**src/rtl/core/edfrt_pkg.sv**
```systemverilog
package edfrt_pkg;

   localparam int TABLE_DEPTH = 16;
   localparam int ID_BITS     = 8;
   localparam int IDX_BITS    = $clog2(TABLE_DEPTH);
   localparam int CNT_BITS    = $clog2(TABLE_DEPTH + 1);
   localparam int ORDER_BITS  = 8;
   localparam int TICK_BITS   = 32;

   localparam logic FUNC_RELEASE  = 1'b0;
   localparam logic FUNC_COMPLETE = 1'b1;

   typedef enum logic [1:0] {
      ST_IDLE,
      ST_SCAN,
      ST_FINISH
   } state_type;

   typedef enum logic [1:0] {
      STATUS_STORED    = 2'd0,
      STATUS_FULL      = 2'd1,
      STATUS_REMOVED   = 2'd2,
      STATUS_UNMATCHED = 2'd3
   } status_type;

   typedef struct packed {
      logic [ID_BITS-1:0]    id;
      logic [TICK_BITS-1:0]  deadline;
      logic [TICK_BITS-1:0]  release_tick;
      logic [ORDER_BITS-1:0] order;
   } entry_type;

endpackage

```
**src/rtl/core/edf_ready_table_top.sv**
```systemverilog
// Earliest-deadline-first ready table.
// Request channel (req_valid/req_ready): req_func selects a release, which
// stores task id, deadline and req_now as release tick, or a completion, which
// removes the earliest-deadline task if its id matches req_task_id.
// Response channel (rsp_valid/rsp_ready): exactly one item per request, with
// the status, the earliest-deadline task after the event, lateness and
// release tick of a removed task, and the number of active tasks.
// Task entries live in a single-port-write, registered-read memory; valid
// bits are flip-flops. After every change of the table the block scans all
// entries through the memory read port to find the new earliest task, one
// entry per cycle, before a stored release or a removing completion is
// answered. A dropped release or an unmatched completion changes nothing and
// is answered from the idle state without a scan.
// A new request is taken only in the idle state and only when the response
// register is empty or being emptied in the same cycle; a stalled receiver
// therefore holds off further requests. Reset clears all valid bits, the
// release order counter and both handshakes; no clearing pass is needed.
module edf_ready_table_top (
   input  logic                       clock,
   input  logic                       reset,
   input  logic                       req_valid,
   output logic                       req_ready,
   input  logic                       req_func,
   input  logic [7:0]                 req_task_id,
   input  logic [31:0]                req_deadline,
   input  logic [31:0]                req_now,
   output logic                       rsp_valid,
   input  logic                       rsp_ready,
   output logic [1:0]                 rsp_status,
   output logic                       rsp_run_valid,
   output logic [7:0]                 rsp_run_task_id,
   output logic [31:0]                rsp_run_deadline,
   output logic                       rsp_done_late,
   output logic [31:0]                rsp_done_release_time,
   output logic [4:0]                 rsp_active_count
);
   import edfrt_pkg::*;

   state_type                state_ff, state_in;
   logic [TABLE_DEPTH-1:0]   valid_ff, valid_in;
   logic [ORDER_BITS-1:0]    order_ff, order_in;
   logic [IDX_BITS:0]        scan_cnt_ff, scan_cnt_in;
   logic                     pend_ff, pend_in;
   logic [IDX_BITS-1:0]      pend_idx_ff, pend_idx_in;

   logic                     best_valid_ff, best_valid_in;
   logic [IDX_BITS-1:0]      best_idx_ff, best_idx_in;
   logic [ID_BITS-1:0]       best_id_ff, best_id_in;
   logic [TICK_BITS-1:0]     best_dl_ff, best_dl_in;
   logic [TICK_BITS-1:0]     best_rel_ff, best_rel_in;
   logic [ORDER_BITS-1:0]    best_age_ff, best_age_in;

   status_type               ev_status_ff, ev_status_in;
   logic                     ev_late_ff, ev_late_in;
   logic [TICK_BITS-1:0]     ev_rel_ff, ev_rel_in;

   logic                     rsp_valid_ff, rsp_valid_in;
   status_type               rsp_status_ff, rsp_status_in;
   logic                     rsp_run_valid_ff, rsp_run_valid_in;
   logic [7:0]               rsp_run_id_ff, rsp_run_id_in;
   logic [31:0]              rsp_run_dl_ff, rsp_run_dl_in;
   logic                     rsp_late_ff, rsp_late_in;
   logic [31:0]              rsp_rel_ff, rsp_rel_in;
   logic [4:0]               rsp_count_ff, rsp_count_in;

   entry_type                mem [TABLE_DEPTH];
   entry_type                rd_data_ff;
   entry_type                wr_entry;
   logic                     mem_wr;
   logic [IDX_BITS-1:0]      rd_addr;

   logic                     accept;
   logic [ID_BITS-1:0]       id_in;
   logic                     free_found;
   logic [IDX_BITS-1:0]      free_idx;
   logic [CNT_BITS-1:0]      valid_count;
   logic                     match;
   logic [ORDER_BITS-1:0]    cand_age;
   logic                     cand_better;

   assign req_ready = (state_ff == ST_IDLE) && (!rsp_valid_ff || rsp_ready);
   assign accept    = req_valid && req_ready;
   assign id_in     = ID_BITS'(req_task_id);
   assign match     = best_valid_ff && (best_id_ff == id_in);
   assign rd_addr   = scan_cnt_ff[IDX_BITS-1:0];

   assign wr_entry.id           = id_in;
   assign wr_entry.deadline     = req_deadline;
   assign wr_entry.release_tick = req_now;
   assign wr_entry.order        = order_ff;

   assign cand_age    = order_ff - rd_data_ff.order;
   assign cand_better = !best_valid_ff || (rd_data_ff.deadline < best_dl_ff) ||
                        ((rd_data_ff.deadline == best_dl_ff) && (cand_age < best_age_ff));

   always_comb begin
      free_found  = 1'b0;
      free_idx    = '0;
      valid_count = '0;
      for (int i = TABLE_DEPTH - 1; i >= 0; i--) begin
         if (!valid_ff[i]) begin
            free_found = 1'b1;
            free_idx   = IDX_BITS'(i);
         end
      end
      for (int i = 0; i < TABLE_DEPTH; i++) begin
         valid_count = valid_count + CNT_BITS'(valid_ff[i]);
      end
   end

   always_comb begin
      state_in         = state_ff;
      valid_in         = valid_ff;
      order_in         = order_ff;
      scan_cnt_in      = scan_cnt_ff;
      pend_in          = pend_ff;
      pend_idx_in      = pend_idx_ff;
      best_valid_in    = best_valid_ff;
      best_idx_in      = best_idx_ff;
      best_id_in       = best_id_ff;
      best_dl_in       = best_dl_ff;
      best_rel_in      = best_rel_ff;
      best_age_in      = best_age_ff;
      ev_status_in     = ev_status_ff;
      ev_late_in       = ev_late_ff;
      ev_rel_in        = ev_rel_ff;
      rsp_valid_in     = rsp_valid_ff && !rsp_ready;
      rsp_status_in    = rsp_status_ff;
      rsp_run_valid_in = rsp_run_valid_ff;
      rsp_run_id_in    = rsp_run_id_ff;
      rsp_run_dl_in    = rsp_run_dl_ff;
      rsp_late_in      = rsp_late_ff;
      rsp_rel_in       = rsp_rel_ff;
      rsp_count_in     = rsp_count_ff;
      mem_wr           = 1'b0;

      // Entries read during the scan are compared in the cycle after their read.
      if (pend_ff && valid_ff[pend_idx_ff] && cand_better) begin
         best_valid_in = 1'b1;
         best_idx_in   = pend_idx_ff;
         best_id_in    = rd_data_ff.id;
         best_dl_in    = rd_data_ff.deadline;
         best_rel_in   = rd_data_ff.release_tick;
         best_age_in   = cand_age;
      end

      unique case (state_ff)
         ST_IDLE: begin
            if (accept) begin
               if (req_func == FUNC_RELEASE && free_found) begin
                  valid_in[free_idx] = 1'b1;
                  mem_wr             = 1'b1;
                  order_in           = order_ff + 1'b1;
                  ev_status_in       = STATUS_STORED;
                  ev_late_in         = 1'b0;
                  ev_rel_in          = '0;
                  state_in           = ST_SCAN;
               end else if (req_func == FUNC_COMPLETE && match) begin
                  valid_in[best_idx_ff] = 1'b0;
                  ev_status_in          = STATUS_REMOVED;
                  ev_late_in            = req_now > best_dl_ff;
                  ev_rel_in             = best_rel_ff;
                  state_in              = ST_SCAN;
               end else begin
                  rsp_valid_in     = 1'b1;
                  rsp_status_in    = (req_func == FUNC_RELEASE) ? STATUS_FULL
                                                                : STATUS_UNMATCHED;
                  rsp_run_valid_in = best_valid_ff;
                  rsp_run_id_in    = best_valid_ff ? 8'(best_id_ff) : 8'd0;
                  rsp_run_dl_in    = best_valid_ff ? best_dl_ff : 32'd0;
                  rsp_late_in      = 1'b0;
                  rsp_rel_in       = 32'd0;
                  rsp_count_in     = 5'(valid_count);
               end
               scan_cnt_in   = '0;
               pend_in       = 1'b0;
               best_valid_in = 1'b0;
               if (state_in == ST_IDLE) begin
                  best_valid_in = best_valid_ff;
               end
            end
         end
         ST_SCAN: begin
            if (scan_cnt_ff != (IDX_BITS + 1)'(TABLE_DEPTH)) begin
               pend_in     = 1'b1;
               pend_idx_in = rd_addr;
               scan_cnt_in = scan_cnt_ff + 1'b1;
            end else begin
               pend_in  = 1'b0;
               state_in = ST_FINISH;
            end
         end
         ST_FINISH: begin
            rsp_valid_in     = 1'b1;
            rsp_status_in    = ev_status_ff;
            rsp_run_valid_in = best_valid_ff;
            rsp_run_id_in    = best_valid_ff ? 8'(best_id_ff) : 8'd0;
            rsp_run_dl_in    = best_valid_ff ? best_dl_ff : 32'd0;
            rsp_late_in      = ev_late_ff;
            rsp_rel_in       = ev_rel_ff;
            rsp_count_in     = 5'(valid_count);
            state_in         = ST_IDLE;
         end
         default: begin
            state_in = ST_IDLE;
         end
      endcase
   end

   always_ff @(posedge clock) begin
      if (mem_wr) begin
         mem[free_idx] <= wr_entry;
      end
      rd_data_ff <= mem[rd_addr];
   end

   always_ff @(posedge clock) begin
      if (reset) begin
         state_ff      <= ST_IDLE;
         valid_ff      <= '0;
         order_ff      <= '0;
         pend_ff       <= 1'b0;
         best_valid_ff <= 1'b0;
         rsp_valid_ff  <= 1'b0;
      end else begin
         state_ff      <= state_in;
         valid_ff      <= valid_in;
         order_ff      <= order_in;
         pend_ff       <= pend_in;
         best_valid_ff <= best_valid_in;
         rsp_valid_ff  <= rsp_valid_in;
      end
   end

   always_ff @(posedge clock) begin
      scan_cnt_ff      <= scan_cnt_in;
      pend_idx_ff      <= pend_idx_in;
      best_idx_ff      <= best_idx_in;
      best_id_ff       <= best_id_in;
      best_dl_ff       <= best_dl_in;
      best_rel_ff      <= best_rel_in;
      best_age_ff      <= best_age_in;
      ev_status_ff     <= ev_status_in;
      ev_late_ff       <= ev_late_in;
      ev_rel_ff        <= ev_rel_in;
      rsp_status_ff    <= rsp_status_in;
      rsp_run_valid_ff <= rsp_run_valid_in;
      rsp_run_id_ff    <= rsp_run_id_in;
      rsp_run_dl_ff    <= rsp_run_dl_in;
      rsp_late_ff      <= rsp_late_in;
      rsp_rel_ff       <= rsp_rel_in;
      rsp_count_ff     <= rsp_count_in;
   end

   assign rsp_valid             = rsp_valid_ff;
   assign rsp_status            = rsp_status_ff;
   assign rsp_run_valid         = rsp_run_valid_ff;
   assign rsp_run_task_id       = rsp_run_id_ff;
   assign rsp_run_deadline      = rsp_run_dl_ff;
   assign rsp_done_late         = rsp_late_ff;
   assign rsp_done_release_time = rsp_rel_ff;
   assign rsp_active_count      = rsp_count_ff;

endmodule
```
**config.mk**
```make
export PLATFORM = sky130hd
export DESIGN_NAME = edf_ready_table_top
export DESIGN_NICKNAME = d
export VERILOG_FILES = /design/src/rtl/core/edfrt_pkg.sv /design/src/rtl/core/edf_ready_table_top.sv
export SDC_FILE = /design/constraint.sdc
export NUM_CORES = 2
export LEC_CHECK = 0
export ABC_AREA = 1
export BUFFER_PORTS_ARGS = -buffer_cell sky130_fd_sc_hd__buf_2
export CAP_MARGIN = 20
export CORE_ASPECT_RATIO = 1.5
export CORE_MARGIN = 5
export CORE_UTILIZATION = 45
export CTS_CLUSTER_DIAMETER = 40
export DETAILED_ROUTE_END_ITERATION = 10
export MAX_ROUTING_LAYER = met4
export PLACE_DENSITY = 0.7
export RECOVER_POWER = 25
export SLEW_MARGIN = 5
export SYNTH_ARGS = -nofsm -noshare
export SYNTH_HDL_FRONTEND = slang
export SYNTH_SLANG_ARGS = --single-unit
```
**constraint.sdc**
```tcl
create_clock -name clock -period 29.2 [get_ports clock]
set_input_delay 2.92 -clock clock [delete_from_list [all_inputs] [get_ports clock]]
set_output_delay 2.92 -clock clock [all_outputs]
set_load 0.03 [all_outputs]
```
### Yosys cells after proc, flatten, opt, wreduce, memory -nomap -nowiden

Memory sizes are Yosys's and may differ from the RTL's. A register that Yosys moved wholly into a read port is not among the register bits.
Cells that the tools add are included.

* logic and storage cells: 194
* memories kept: 1
* bits in writable memories: 1280
* output and inout port bits: 83
* flip-flop bits (word level): 237

Memory list
* mem: words 16, bits a word 80, rd ports 1, clocked after Yosys merged registers in 1, wr ports 1, line edf_ready_table_top.sv:66 `entry_type mem [TABLE_DEPTH];`

* reductions and logical operators: 29
* bitwise operators: 4
* $add $sub $neg: 18
* multiplexer cells: 100
* order comparisons: 8
* equal/unequal tests: 11

Operators by type and width (count)
* 2-to-1 mux 32 bit: 8
* one-hot mux 32 bit (2 select lines): 2
* 2-to-1 mux 4 bit: 16
* adder 5 x 1 -> 5 bit: 11
* 2-to-1 mux 1 bit: 40
* equality test 32 bit: 1
* greater-than comparator 32 bit: 1
* less-than comparator 32 bit: 1
* 2-to-1 mux 16 bit: 2
* 2-to-1 mux 8 bit: 4
* 2-to-1 mux 5 bit: 5
* 2-to-1 mux 2 bit: 11
* one-hot mux 5 bit (2 select lines): 2
* AND 16 bit: 1
* NOT 16 bit: 1
* OR 16 bit: 1
* one-hot mux 8 bit (2 select lines): 1
* less-than comparator 4 x 5 -> 1 bit (second input constant): 3
* logical AND 1 bit: 11
* inequality test 2 bit (second input constant): 5
* AND reduction 3 bit: 3
* adder 8 x 1 -> 8 bit (second input constant): 1
* demux 1 bit (select 4 bit): 2
* equality test 8 bit: 1
* other kinds (22): 36

### Logic depth before layout (Yosys ltp)

* word-level depth: 24
* gate-level depth with buffers: 20
* mapped depth without buffers: 20

### Worst setup path before layout

OpenSTA, ideal clock, no wires.

* path kind: in2reg
* start point: in rsp_ready
* end point: mem mem[12][0] (netlist name), enable pin
* data required time: 28485 ps
* arrival time: 12161 ps
* cell stages on the path: 7
* buffers on the path: 1
* path slack: 16324 ps
* cell sequence: nor2_1 -> nor3_1 -> nand2_1 -> inv_1 -> nand2_2 -> buf_2 -> nor4_1

* longest elaborated chain between the ends: 7

RTL lines
* start: declaration: line edf_ready_table_top.sv:28 `input logic rsp_ready,`
* logical OR 1 bit: line edf_ready_table_top.sv:81 `assign req_ready = (state_ff == ST_IDLE) && (!rsp_valid_ff || rsp_ready);`
* logical AND 1 bit: line edf_ready_table_top.sv:81
* named net req_ready: line edf_ready_table_top.sv:22 `output logic req_ready,`
* logical AND 1 bit: line edf_ready_table_top.sv:82 `assign accept = req_valid && req_ready;`
* 2-to-1 mux 1 bit: line edf_ready_table_top.sv:149 `if (accept) begin`
* 2-to-1 mux 1 bit: line edf_ready_table_top.sv:147 `unique case (state_ff)`
* 2-to-1 mux 1 bit: line edf_ready_table_top.sv:211 `if (mem_wr) begin`
* 2-to-1 mux 1 bit (not written as such): line edf_ready_table_top.sv:212 `mem[free_idx] <= wr_entry;`
* end: declaration: line edf_ready_table_top.sv:66

The timed path passes the listed nets, and every way through them passes these cells.

==> qor.yml <==
route:
  antenna_left: 0
  route.vias.total: 38600
  drcViolationCount: 0
  post_drt_via_cell_ratio: 5.815
  drt_pass1_iterations: 5
  drt_first_iter_violations: 4379
  drt_wl_total_mm: 156.1
  routed_wire_length_per_instance_um: 23.51
worst_setup_path:
  timing.critical_path.required_ns: 29.88
  ff2ff_setup_slack_ns: 18.68
  critical_path_launch_point: "scan_cnt_ff[0]"
  rr_worst_depth: 6
  critPathCaptureType: "flip-flop"
  data_arrival_time_of_the_critical_path_ns: 11.20
  crit_path_start_kind: "flip-flop"
  worst_r2r_startpoint: "scan_cnt_ff[0]"
  crit_type: "flip-flop to flip-flop"
  timing.critical_path.fanout_max: 234
power:
  vdd.ir_drop.worst_mv: 0.05273
  cellPowerDensity_nw_per_um2: 72.03
  static-leakage-power_nw: 23.48
global_route:
  grt_start_max_net_pins: 235
  grt_remaining_overflow: 0
  antenna_found_initial: 23
  wire_length_of_the_first_global_routing_pass_mm: 232.8
  grt_usage_pct: 21.49
  vias_in_the_first_global_route: 37970
timing:
  final_worst_path_setup_slack_ns: 18.68
  timing.final.crit_share_pct: 36.02
  finalHoldViolCount: 0
  rsz0062_at_grt: "false"
  report.final.slew_viol_count: 530
  period_minus_slack_ns: 10.52
  worst-slew-pin-transition_ns: 10.11
  tns_ns: 0
  clock.fmax_ghz: 0.09507
  fin_worst_skew_ns: 0.02883
  setup_viol: 0
  slew-limit-headroom_pct: -574.0
placement:
  buffer_ports.inserted: 159
  numPlacedInstances: 6349
  gp_congestion: 0.8487
  detailedPlace.worstSlack_ns: 22.39
  hpwlAfterDp_mm: 87.70
cells_and_area:
  post_layout_nonfiller_instances: 6639
  final_common_cell: "edfxtp_1"
  final.fill_count: 11280
  final_net_count: 4901
  finish.utilization_pct: 50.58
  multi_input_area_um2: 13330
  area.sequential_um2: 46860
  flow.area_growth_from_synthesis_pct: 12.12
  commonest_cells_after_routing_fill_and_taps_aside: "1488 x edfxtp_1, 756 x nor2_1, 694 x o21ai_0"
  post_route_cells_drive_above_1_share_pct: 9.115
clock_tree:
  number_of_buffers_created_by_cts: 149
  cts_htree_levels: 4
  postCtsSetupRepairBufs: 0
  clock_tree_from_tritoncts: "done"
  cts_hold_buf: 0
  clock_sinks: 1597
  cts_root_buf: "clkbuf_16"
  cts-resized-gates: 0
  clk_pin_slew_ns: 0.07
  clock_tree.buffer_depth: 3
  clk-insertion-delay-late_ns: 0.77
logic_synthesis:
  syn_area_per_cell_um2: 13.36
  syn_inst: 4642
  synth_top_area_share_pct: 72.04
  syn_area_um2: 62030
  synth-seq-cells: 1597
  synth_area_leader_cell: "edfxtp_1"
  synth_warnings: 0
  yosysSeqAreaShare_pct: 75.55
  ys_types: 45
  synth.top_cells.by_area: "edfxtp_1 72%, o21ai_0 5.6%, nor2_1 4.7%"
  synth_fp_nets: 4816
floorplanning:
  die_x_um: 313.1
  placementRows: 167
  die-height_um: 464.7
  io_pins: 160
  initial_utilization_pct: 45.11
  core_region_area_um2: 137500
  die_area_um2: 145500
hold_path:
  worst_min_delay_path_category: "flip-flop to flip-flop"
  hold_depth: 0
  hold_start: "rd_data_ff[25]"
run:
  maxCapViolations: 5
status:
  outcome: "finished with violations"
  violations: "max-capacitance violations, max-slew violations"
Yosys cell counts (all sizes together):
cell     count
nor4b        2
o22ai      196
o31ai        1
and3         1
a211oi       5
buf         38
nor3        12
xnor2        5
nor2       772
nand4       22
o221ai     125
o21a         6
xor2         8
nand2      292
a221oi       1
o221a        1
clkinv       2
or4          2
ha          86
inv        237
dfxtp      109
clkbuf     240
nor3b        3
a21oi       75
nand3      155
edfxtp    1488
o211ai      36
a31oi        5
nor4         9
o21ai      694
a21o         2
a2111oi      1
fa          11
kinds of logic after synthesis:
kind of cell | share of synthesized area [%]
AOI/OAI and AO/OA | 10.70
DFF | 75.55
and+or+nand+nor | 8.290
xor gates and xnor gates | 0.1836
buffers and inverters | 3.185
adders and majority gates | 2.090
per-layer routing:
| metal | global-route usage [%] | share of wire, % |
|---|---|---|
| met1 | 26.66 | 38 |
| met2 | 36.23 | 51 |
| met3 | 3.482 | 7.5 |
| met4 | 7.272 | 3.3 |
| met5 | - | 0 |
through the flow:
| step | hold WS [ns] | instance area, um2 | power (W) |
|---|---|---|---|
| 6_report | 0.3894 | 69550 | 0.005009 |
| 3_5_place_dp | 0.3887 | 64610 | 0.003095 |
| 3_3_place_gp | 0.3859 | 64610 | 0.003079 |
| 4_1_cts | 0.3881 | 69560 | 0.005028 |
| 5_1_grt | 0.3948 | 69550 | 0.005177 |
| 2_1_floorplan | 0.3855 | 62030 | 0.002913 |
final timing paths:
check	endpoint
min reg2reg	best_rel_ff[17]
min	best_rel_ff[17]
max reg2reg	rd_data_ff[28]
max	rd_data_ff[28]
critical path, stage by stage (launching register included):
cell and delay, ns:
edfxtp_1 0.47, clkbuf_1 6.97, buf_4 1.60, o21ai_0 0.24
o221ai_1 0.44, nand3_1 0.30, nand3_1 0.19
layout make-up:
type	instances	area share, %
Inverter	239	1.330
Timing Repair Buffer	212	1.734
Antenna cell	16	0.05757
Sequential cell	1597	67.39
Tap cell	1774	3.192
Clock buffer	192	5.847
Clock inverter	81	1.281
Multi-Input combinational cell	2528	19.17
where the power goes:
part	internal (W)	switching, W	total (W)
Sequential	0.00256	0.0000238	0.00258
Clock	0.00111	0.000848	0.00195
Combinational	0.000133	0.000341	0.000475
Total	0.00380	0.00121	0.00501
registers in the layout, summed over array words and instances, names as in the netlist, 16 cells and up:
name	count
mem	1280
rd_data_ff	80
rsp_done_release_time	32
valid_ff	16
rsp_run_deadline	32
best_rel_ff	32
best_dl_ff	32
ev_rel_ff	32
(Power assumes the default switching activity.)
